**config.mk**
```make
export PLATFORM = sky130hd
export DESIGN_NAME = vdir_ctrl
export DESIGN_NICKNAME = d
export VERILOG_FILES = /design/src/rtl/vdir_pkg.sv /design/src/rtl/vdir_ctrl.sv
export SDC_FILE = /design/constraint.sdc
export NUM_CORES = 1
export LEC_CHECK = 0
export ABC_AREA = 1
export BUFFER_PORTS_ARGS = -buffer_cell sky130_fd_sc_hd__buf_4
export CAP_MARGIN = 20
export CORE_AREA = 2 2 39 41
export CTS_BUF_LIST = sky130_fd_sc_hd__clkbuf_16
export CTS_CLUSTER_SIZE = 8
export DETAILED_ROUTE_END_ITERATION = 10
export DIE_AREA = 0 0 41 43
export PLACE_DENSITY = 0.69
export SYNTH_ARGS = -nofsm -noshare
export SYNTH_HDL_FRONTEND = slang
export SYNTH_SLANG_ARGS = --single-unit
```
**constraint.sdc**
```tcl
create_clock -name clk_i -period 3.2 [get_ports clk_i]
set_input_delay 0.16 -clock clk_i [delete_from_list [all_inputs] [get_ports clk_i]]
set_output_delay 0.16 -clock clk_i [all_outputs]
set_load 0.005 [all_outputs]
```
**src/rtl/vdir_pkg.sv**
```systemverilog
// Shared types, constants and command/status structs for the vertex dedup block.
package vdir_pkg;

  localparam int unsigned MAX_VERTICES_DEF = 1024;
  localparam int unsigned FLT_W            = 32;
  localparam int unsigned IDX_IN_W         = 16;
  localparam int unsigned RES_W            = 10;
  localparam int unsigned REQ_W            = 2;
  localparam int unsigned STS_W            = 2;
  localparam int unsigned CFG_IDX_W        = 2;

  typedef enum logic [REQ_W-1:0] {
    REQ_LOAD  = 2'd0,
    REQ_REMAP = 2'd1,
    REQ_CLEAR = 2'd2,
    REQ_NONE  = 2'd3
  } req_e;

  typedef enum logic [STS_W-1:0] {
    STS_OK     = 2'd0,
    STS_FULL   = 2'd1,
    STS_BADIDX = 2'd2
  } sts_code_e;

  typedef enum logic [CFG_IDX_W-1:0] {
    CFG_UV     = 2'd0,
    CFG_NORMAL = 2'd1,
    CFG_COLOR  = 2'd2
  } cfg_idx_e;

  // What goes into the result register when a beat is finished
  typedef enum logic [2:0] {
    KIND_LOAD,
    KIND_FULL,
    KIND_REMAP,
    KIND_BADIDX,
    KIND_ZERO
  } out_kind_e;

  typedef struct packed {
    logic [FLT_W-1:0] pos_x;
    logic [FLT_W-1:0] pos_y;
    logic [FLT_W-1:0] pos_z;
    logic [FLT_W-1:0] tex_u;
    logic [FLT_W-1:0] tex_v;
    logic [FLT_W-1:0] norm_x;
    logic [FLT_W-1:0] norm_y;
    logic [FLT_W-1:0] norm_z;
    logic [FLT_W-1:0] color;
  } vtx_t;

  typedef struct packed {
    logic      in_ready;
    logic      latch;
    logic      scan_start;
    logic      scan_en;
    logic      take_hit;
    logic      take_own;
    logic      store;
    logic      clear;
    logic      remap_rd;
    logic      out_load;
    out_kind_e out_kind;
  } cmd_t;

  typedef struct packed {
    req_e req;
    logic full;
    logic empty;
    logic idx_ok;
    logic cmp_valid;
    logic cmp_match;
    logic cmp_last;
    logic out_busy;
  } sts_t;

endpackage

```
**src/rtl/vdir_ctrl.sv**
```systemverilog
// Controller state machine: sequences load, remap and clear beats.
module vdir_ctrl (
  input  logic            clk_i,
  input  logic            rst_ni,
  input  logic            in_valid_i,
  input  vdir_pkg::sts_t  sts_i,
  output vdir_pkg::cmd_t  cmd_o
);

  typedef enum logic [1:0] {
    ST_IDLE,
    ST_EVAL,
    ST_SCAN,
    ST_FINISH
  } state_e;

  state_e              state_q, state_d;
  vdir_pkg::out_kind_e kind_q, kind_d;

  always_comb begin
    cmd_o          = '0;
    cmd_o.out_kind = kind_q;
    state_d        = state_q;
    kind_d         = kind_q;
    case (state_q)
      ST_IDLE: begin
        cmd_o.in_ready = 1'b1;
        if (in_valid_i) begin
          cmd_o.latch = 1'b1;
          state_d     = ST_EVAL;
        end
      end
      ST_EVAL: begin
        state_d = ST_FINISH;
        case (sts_i.req)
          vdir_pkg::REQ_LOAD: begin
            if (sts_i.full) begin
              kind_d = vdir_pkg::KIND_FULL;
            end else if (sts_i.empty) begin
              cmd_o.take_own = 1'b1;
              kind_d         = vdir_pkg::KIND_LOAD;
            end else begin
              cmd_o.scan_start = 1'b1;
              kind_d           = vdir_pkg::KIND_LOAD;
              state_d          = ST_SCAN;
            end
          end
          vdir_pkg::REQ_REMAP: begin
            if (sts_i.idx_ok) begin
              cmd_o.remap_rd = 1'b1;
              kind_d         = vdir_pkg::KIND_REMAP;
            end else begin
              kind_d = vdir_pkg::KIND_BADIDX;
            end
          end
          vdir_pkg::REQ_CLEAR: begin
            cmd_o.clear = 1'b1;
            kind_d      = vdir_pkg::KIND_ZERO;
          end
          default: begin
            kind_d = vdir_pkg::KIND_ZERO;
          end
        endcase
      end
      ST_SCAN: begin
        cmd_o.scan_en = 1'b1;
        if (sts_i.cmp_valid && sts_i.cmp_match) begin
          cmd_o.take_hit = 1'b1;
          state_d        = ST_FINISH;
        end else if (sts_i.cmp_valid && sts_i.cmp_last) begin
          cmd_o.take_own = 1'b1;
          state_d        = ST_FINISH;
        end
      end
      ST_FINISH: begin
        if (!sts_i.out_busy) begin
          cmd_o.out_load = 1'b1;
          cmd_o.store    = (kind_q == vdir_pkg::KIND_LOAD);
          state_d        = ST_IDLE;
        end
      end
      default: begin
        state_d = ST_IDLE;
      end
    endcase
  end

  always_ff @(posedge clk_i or negedge rst_ni) begin
    if (!rst_ni) begin
      state_q <= ST_IDLE;
      kind_q  <= vdir_pkg::KIND_ZERO;
    end else begin
      state_q <= state_d;
      kind_q  <= kind_d;
    end
  end

endmodule

```
Yosys cells after proc, flatten, opt, wreduce, memory -nomap -nowiden
Index checks and enable logic that the tools add are counted.

operators by class
  $lt $le $gt $ge = 0
  multiply operators = 0
  div/mod/pow operators = 0
  reduce and logical (&&, ||, !) cells = 6
  bitwise operators = 0
  muxes and demuxes = 33
  eq/ne operators = 8
  add/subtract/negate cells = 0
  shift operators = 0

operators by type and width
  operator                                       count
  two-way mux 1 bit                              23
  two-way mux 2 bit                              7
  one-hot mux 2 bit (4 select lines)             1
  == test 2 bit, second input constant           3
  one-hot mux 3 bit (2 select lines)             1
  == test 2 x 1 -> 1 bit, second input constant  2
  logical NOT 2 bit                              2
  != test 2 bit, second input constant           2
  logical NOT 3 bit                              1
  != test 3 bit, second input constant           1
  AND reduction 3 bit                            1
  logical AND 1 bit                              2
  one-hot mux 1 bit (2 select lines)             1

word-level totals
  latch bits = 0
  RAM bits = 0
  memories = 0
  memory bits (read-only) = 0
  bits of input ports = 12
  output and inout bits = 13
  logic and storage cells = 49
  flip-flop bits (word level) = 5

Depth between registers and ports, before layout
Gate-level depths: netlist of run 1.

  depth after elaboration = 4
  depth in mapped cells = 8
  gate-level depth less buffers = 8

Worst setup path before layout of run 1
OpenSTA, ideal clock, no wires.

  kind = reg2reg
  from = register state_q[0]
  to = register state_q[1]
  required time = 3079 ps
  clock period less this slack = 1150 ps
  buffers on the path = 0
  cell stages (with the launch flop) = 9
  library setup time = 121 ps
  data arrival time = 1029 ps
  path slack = 2050 ps
  cell sequence = dfrtp_1 -> inv_1 -> ha_1 -> inv_1 -> nor2_2 -> nor2_4 -> nand2_1 -> nand2_1 -> o21ai_1

between the ends
  word-level cells in the longest chain between the ends = 3
  elaborated cells between the ends (all ways) = 9
  those cells by class = 6 x eq/ne; 1 x mux; 2 x reduce/logical

ends and longest elaborated chain
  item                                                      line             RTL
  from (decl)                                               vdir_ctrl.sv:17  state_e state_q, state_d;
  from (signal assigned)                                    vdir_ctrl.sv:93  state_q <= state_d;
  == test 2 bit or logical NOT 2 bit (tied branches)        vdir_ctrl.sv:25  case (state_q)
  != test 3 bit (no line) or != test 2 bit (tied branches)  n/a
  AND reduction 3 bit (no line)                             n/a

Several ways; a longest one is shown, not always the timed one.
A chain may end at the register's enable or synchronous reset.

==> results of run 1 <==
==> metal layers <==
layer | wire length, um | vias up | share of wire
met5 | 0 | - | 0
met1 | 385 | 182 | 0.43
li1 | - | 241 | -
met4 | 48 | 0 | 0.054
met3 | 52 | 5 | 0.059
met2 | 401 | 17 | 0.45
==> Yosys cell counts <==
cell type,instances
nand3_2,1
dfrtp_1,4
nor2_1,6
nand4_1,2
ha_1,4
nor2_2,2
nand2_1,16
a21oi_1,1
inv_1,13
nor2_4,1
o21ai_1,1
o221ai_1,1
dfstp_2,1
nor3_1,1
nand3_1,4
o21ai_0,1
==> worst min path at each step <==
stage | cells after the start | to | start
4_1_cts | 2 | kind_q[0]$_DFFE_PN0P_ | sts_i[4]
2_1_floorplan | 0 | kind_q[0]$_DFFE_PN0P_ | rst_ni
3_3_place_gp | 1 | state_q[0]$_DFFE_PN0P_ | rst_ni
6_report | 2 | kind_q[0]$_DFFE_PN0P_ | sts_i[4]
5_1_grt | 2 | kind_q[0]$_DFFE_PN0P_ | sts_i[4]
3_5_place_dp | 1 | state_q[0]$_DFFE_PN0P_ | rst_ni
==> report_power, final <==
part,switching [mW],internal (mW)
Sequential,0.0260,0.0982
Clock,0.0393,0.162
Combinational,0.140,0.130
Total,0.205,0.390
==> state kept, by name, summed over array words and instances, names as in the netlist <==
name	count
state_q	2
kind_q	3
==> layout make-up <==
class                   instances  area (sq um)  area share
multi-input cells              41         227.7      0.3291
repair buffers                 25         190.2      0.2749
flip-flops and latches          5         126.4      0.1826
clock buffers                   3         75.07      0.1085
inverters                      13         48.80     0.07052
well taps                      16         20.02     0.02893
clock inverters                 1         3.754    0.005425
==> kinds of logic after synthesis <==
logic type | after synthesis | share of synthesized area
buffers and inverters | 13 | 0.1211
adder cells (fa/ha/maj) | 4 | 0.1242
flip-flops | 5 | 0.3137
AND/OR/NAND/NOR | 33 | 0.3820
AO/OA/AOI/OAI | 4 | 0.05897
==> timing repair <==
item                                    4_1_cts  5_1_grt
endpoints found under the setup margin        0        0
hold buffers                                  1        0
resized for setup                             0        0
endpoints found under the hold margin         5        0
==> cell usage in the layout, fill, tap and decap left out, types with 2 or more instances in the layout <==
cell type and count:
buf_4 24, nand2_1 16, inv_1 14, nor2_1 6, nand3_1 4, ha_1 4, dfrtp_1 4, clkbuf_16 3
nor2_2 2, nand4_1 2
==> critical path, stage by stage, from the launching register on <==
cell     delay (ps)
dfrtp_1         400
inv_1           100
ha_1            290
nand3_1         160
nor2_1          110
buf_4           110
==> impl_metrics.py, run 1 <==
metrics = {
    "final_layout": {
        "nFillCells": 143,
        "diodes": 0,
        "area_delta_synth_final_pct": 71.74,
        "layout-drive-gt1-share": 0.3636,
        "layout.cells.non_filler": 104,
        "layout.nets": 105,
        "utilization": 0.5000,
        "design_area_sq_um": 691.9,
    },
    "routing": {
        "avgViaCountPerCell": 4.279,
        "drt_first_iter_violations": 4,
        "drc": 0,
        "ant_nets": 0,
        "vias": 445,
        "wirelength_um": 887,
        "first_pass_iters": 4,
        "wl_per_cell_um": 8.529,
    },
    "power": {
        "leakagePower_nw": 0.3987,
        "p_total_mw": 0.5950,
        "ir_worst_vdd_mv": 0.4007,
        "cellPowerDensity_nw_per_um2": 859.9,
    },
    "timing": {
        "period_needed_ps": 1559,
        "slew_headroom": 0.8449,
        "finalClockSkew_ps": 0.7711,
        "setup_ws_ps": 1641,
        "hold_viol": 0,
        "drv_slew": 0,
        "rsz0062_at_grt": "false",
        "finalCritPeriodShare": 0.4872,
        "tightest_slew_ps": 232.7,
        "whs_ps": 185.6,
        "fin_setup_tns_ps": 0,
        "setup-violations-final": 0,
        "max_freq_mhz": 641.4,
    },
    "global_routing": {
        "gr-max-usage-layer": "met1",
        "grt_pass1_wl_um": 1407,
        "grt_pass1_vias": 362,
        "met2_usage": 0.1469,
        "global_route.usage.met1": 0.1699,
        "overflow": 0,
        "grt_use_total": 0.1271,
        "grt_max_degree": 8,
        "antenna_found_initial": 0,
        "gr-usage-met3": 0.03141,
    },
    "synth": {
        "synthesis.area_sq_um": 402.9,
        "synth_top_area_frac": 0.2484,
        "avgSynthCellArea_sq_um": 6.829,
        "ys_seq_area_frac": 0.3137,
        "ys.warnings.count": 0,
        "yosys-top-cells-area": "dfrtp_1, nand2_1, ha_1, inv_1, dfstp_2",
        "syn_nets": 75,
        "synth_top_cell_by_area": "dfrtp_1",
        "ys_ff_latch": 5,
        "netlist_instances": 59,
        "synth.distinct_cells": 16,
    },
    "cts": {
        "clkTransAtPathRegs_ps": 30,
        "root_buffer": "clkbuf_16",
        "postCtsSetupBuffers": 0,
        "cts-htree-levels": 1,
        "cts_tree": "built",
        "clkLatencyLatePin_ps": 230,
        "cts_buffer_depth": 2,
        "cts_made_buffers": 3,
        "cts_sinks": 5,
    },
    "floorplan": {
        "die-height_um": 43,
        "dieArea_sq_um": 1763,
        "rows": 14,
        "core_sq_um": 1384,
        "start_util": 0.2911,
        "ios": 25,
        "die-width_um": 41,
    },
    "worst_setup_path": {
        "arrival_ps": 1400,
        "r2r_cells": 8,
        "worstSetupEndpointType": "primary output",
        "crit_path_start": "state_q[1]$_DFFE_PN0P_",
        "cp-start-kind": "register",
        "rrSetupSlack_ps": 1940,
        "path_max_fanout": 7,
        "rr_startpoint": "state_q[0]$_DFFE_PN0P_",
        "critical_path_class": "reg2out",
        "endpoint": "cmd_o[4]",
        "required_ps": 3040,
        "r2r_end": "state_q[0]$_DFFE_PN0P_",
    },
    "hold_path": {
        "worst_hold_path_type": "in2reg",
    },
    "placed_design": {
        "portBuffers": 24,
        "dpl_cell_area_sq_um": 603.1,
        "place_congestion": 0.7993,
        "dp.cells": 99,
        "hpwlAfterDp_um": 721.2,
        "dp_slack_ps": 1880,
    },
    "job": {
        "drv_cap": 0,
    },
    "run_status": {
        "outcome": "finished clean",
    },
}
(Power assumes the default switching activity.)
==> inputs of run 2 (changes only) <==
--- a/config.mk
+++ b/config.mk
@@ -13,7 +13,7 @@
 export CTS_CLUSTER_SIZE = 8
 export DETAILED_ROUTE_END_ITERATION = 10
 export DIE_AREA = 0 0 41 43
-export PLACE_DENSITY = 0.69
+export PLACE_DENSITY = 0.71
 export SYNTH_ARGS = -nofsm -noshare
 export SYNTH_HDL_FRONTEND = slang
 export SYNTH_SLANG_ARGS = --single-unit
==> constraint.sdc (replaced) <==
create_clock -name clk_i -period 1.35 [get_ports clk_i]
set_input_delay 0.0675 -clock clk_i [delete_from_list [all_inputs] [get_ports clk_i]]
set_output_delay 0.0675 -clock clk_i [all_outputs]
set_load 0.005 [all_outputs]
==> impl_metrics.py, run 2 (synthesis gave the netlist of run 1 again) <==
metrics = {
    "power": {
        "p_total_mw": 1.648,
        "ir_worst_vdd_mv": 1.076,
        "leakagePower_nw": 0.4202,
        "cellPowerDensity_nw_per_um2": 2149,
    },
    "timing": {
        "setup-violations-final": 0,
        "finalCritPeriodShare": 0.9936,
        "finalClockSkew_ps": 0.8946,
        "rsz0062_at_grt": "true",
        "slew_headroom": 0.8963,
        "tightest_slew_ps": 155.6,
        "whs_ps": 88.48,
        "period_needed_ps": 1341,
        "hold_viol": 0,
        "max_freq_mhz": 745.5,
        "drv_slew": 0,
        "setup_ws_ps": 8.590,
    },
    "placed_design": {
        "portBuffers": 24,
        "dp_slack_ps": 56.57,
        "place_congestion": 0.7552,
        "hpwlAfterDp_um": 786,
    },
    "worst_setup_path": {
        "path_max_fanout": 7,
        "critical_path_class": "reg2out",
        "worstSetupEndpointType": "primary output",
        "arrival_ps": 1270,
        "cp-start-kind": "register",
        "required_ps": 1280,
    },
    "global_routing": {
        "grt_pass1_vias": 462,
        "grt_use_total": 0.1552,
        "antenna_found_initial": 0,
        "grt_pass1_wl_um": 1890,
        "grt_max_degree": 8,
        "overflow": 0,
    },
    "final_layout": {
        "area_delta_synth_final_pct": 90.37,
        "largest_reg_flops": 3,
        "final_cell_mix": "buf_4, nand2_1, inv_1",
        "nFillCells": 126,
        "multi_input_area_sq_um": 270.3,
        "layout.nets": 109,
        "seqCellArea_sq_um": 128.9,
        "final_common_cell": "buf_4",
        "top_register": "kind_q",
        "diodes": 0,
        "top_regs": "kind_q x3, state_q x2",
        "layout-drive-gt1-share": 0.5109,
    },
    "floorplan": {
        "dieArea_sq_um": 1763,
        "die-height_um": 43,
        "rows": 14,
        "ios": 25,
        "die-width_um": 41,
        "core_sq_um": 1384,
        "start_util": 0.2911,
    },
    "routing": {
        "ant_nets": 0,
        "first_pass_iters": 4,
        "met3_length_um": 48,
        "met1_length_um": 476,
        "wl_per_cell_um": 10.51,
        "avgViaCountPerCell": 4.602,
        "vias": 497,
        "drc": 0,
        "drt_first_iter_violations": 7,
        "topRoutingLayerUsed": "met4",
        "route.met2.wl_um": 596,
        "wirelength_um": 1135,
    },
    "cts": {
        "cts_buffer_depth": 2,
        "clkTransAtPathRegs_ps": 30,
        "root_buffer": "clkbuf_16",
        "cts-htree-levels": 1,
        "cts_sinks": 5,
        "cts_tree": "built",
        "clkLatencyLatePin_ps": 230,
        "cts_made_buffers": 3,
    },
    "job": {
        "drv_cap": 0,
    },
    "run_status": {
        "outcome": "finished clean",
    },
    "hold_path": {
        "worst_hold_path_type": "in2reg",
    },
}
run 2: cell types whose count changed in the layout (fill, tap and decap cells not counted), sizes merged:
cell,previous run,this run
buf,24,28
run 2: cell type report:
cell class	instances	share of cell area
well taps	16	0.02610
clock inverters	1	0.004894
repair buffers	29	0.2871
flip-flops and latches	5	0.1680
multi-input cells	41	0.3524
inverters	13	0.06362
clock buffers	3	0.09788
run 2: where the power goes:
part | internal (mW) | switching [mW] | leakage [nW]
combinational | 0.428 | 0.433 | 0.320
clock | 0.383 | 0.0946 | 0.0423
sequential | 0.239 | 0.0700 | 0.0583
total | 1.05 | 0.598 | 0.420
run 2: metrics by stage:
stage	area (sq um)	utilization	TNS, ps	cells
2_1_floorplan	402.9	-	0	59
3_3_place_gp	603.1	0.4358	0	99
3_5_place_dp	603.1	0.4358	0	99
4_1_cts	757.0	0.5470	0	108
5_1_grt	767.0	0.5543	-123.0	108
6_report	767.0	0.5543	0	108
run 2: path summary, 6_finish.rpt:
path / start / to / slack, ps / cells past startpoint
max: state_q[1]$_DFFE_PN0P_ / cmd_o[7] / 9 / 5
min reg2reg: kind_q[2]$_DFFE_PN1P_ / kind_q[2]$_DFFE_PN1P_ / 510 / 2
min: sts_i[4] / kind_q[0]$_DFFE_PN0P_ / 90 / 2
max reg2reg: state_q[1]$_DFFE_PN0P_ / state_q[1]$_DFFE_PN0P_ / 120 / 8
max in group asynchronous: rst_ni / kind_q[2]$_DFFE_PN1P_ / 970 / 2
min in group asynchronous: rst_ni / kind_q[0]$_DFFE_PN0P_ / 180 / 2
run 2: repair_timing:
action,CTS,global route
hold endpoints to repair,5,0
setup endpoints to repair,5,6
resized for setup,10,3
hold buffers,1,0
pin swaps,0,1
setup buffers,4,0
run 2: critical path, stage by stage (launching register included):
cell     delay, ps
dfrtp_2        420
inv_2           90
ha_4           180
nand4_1        100
a21oi_1        130
buf_4          120
run 2: per-layer routing:
metal	up-vias	track usage
met5	-	0
met3	2	0.03141
met1	231	0.1824
met4	0	0.06000
li1	248	-
met2	16	0.2594
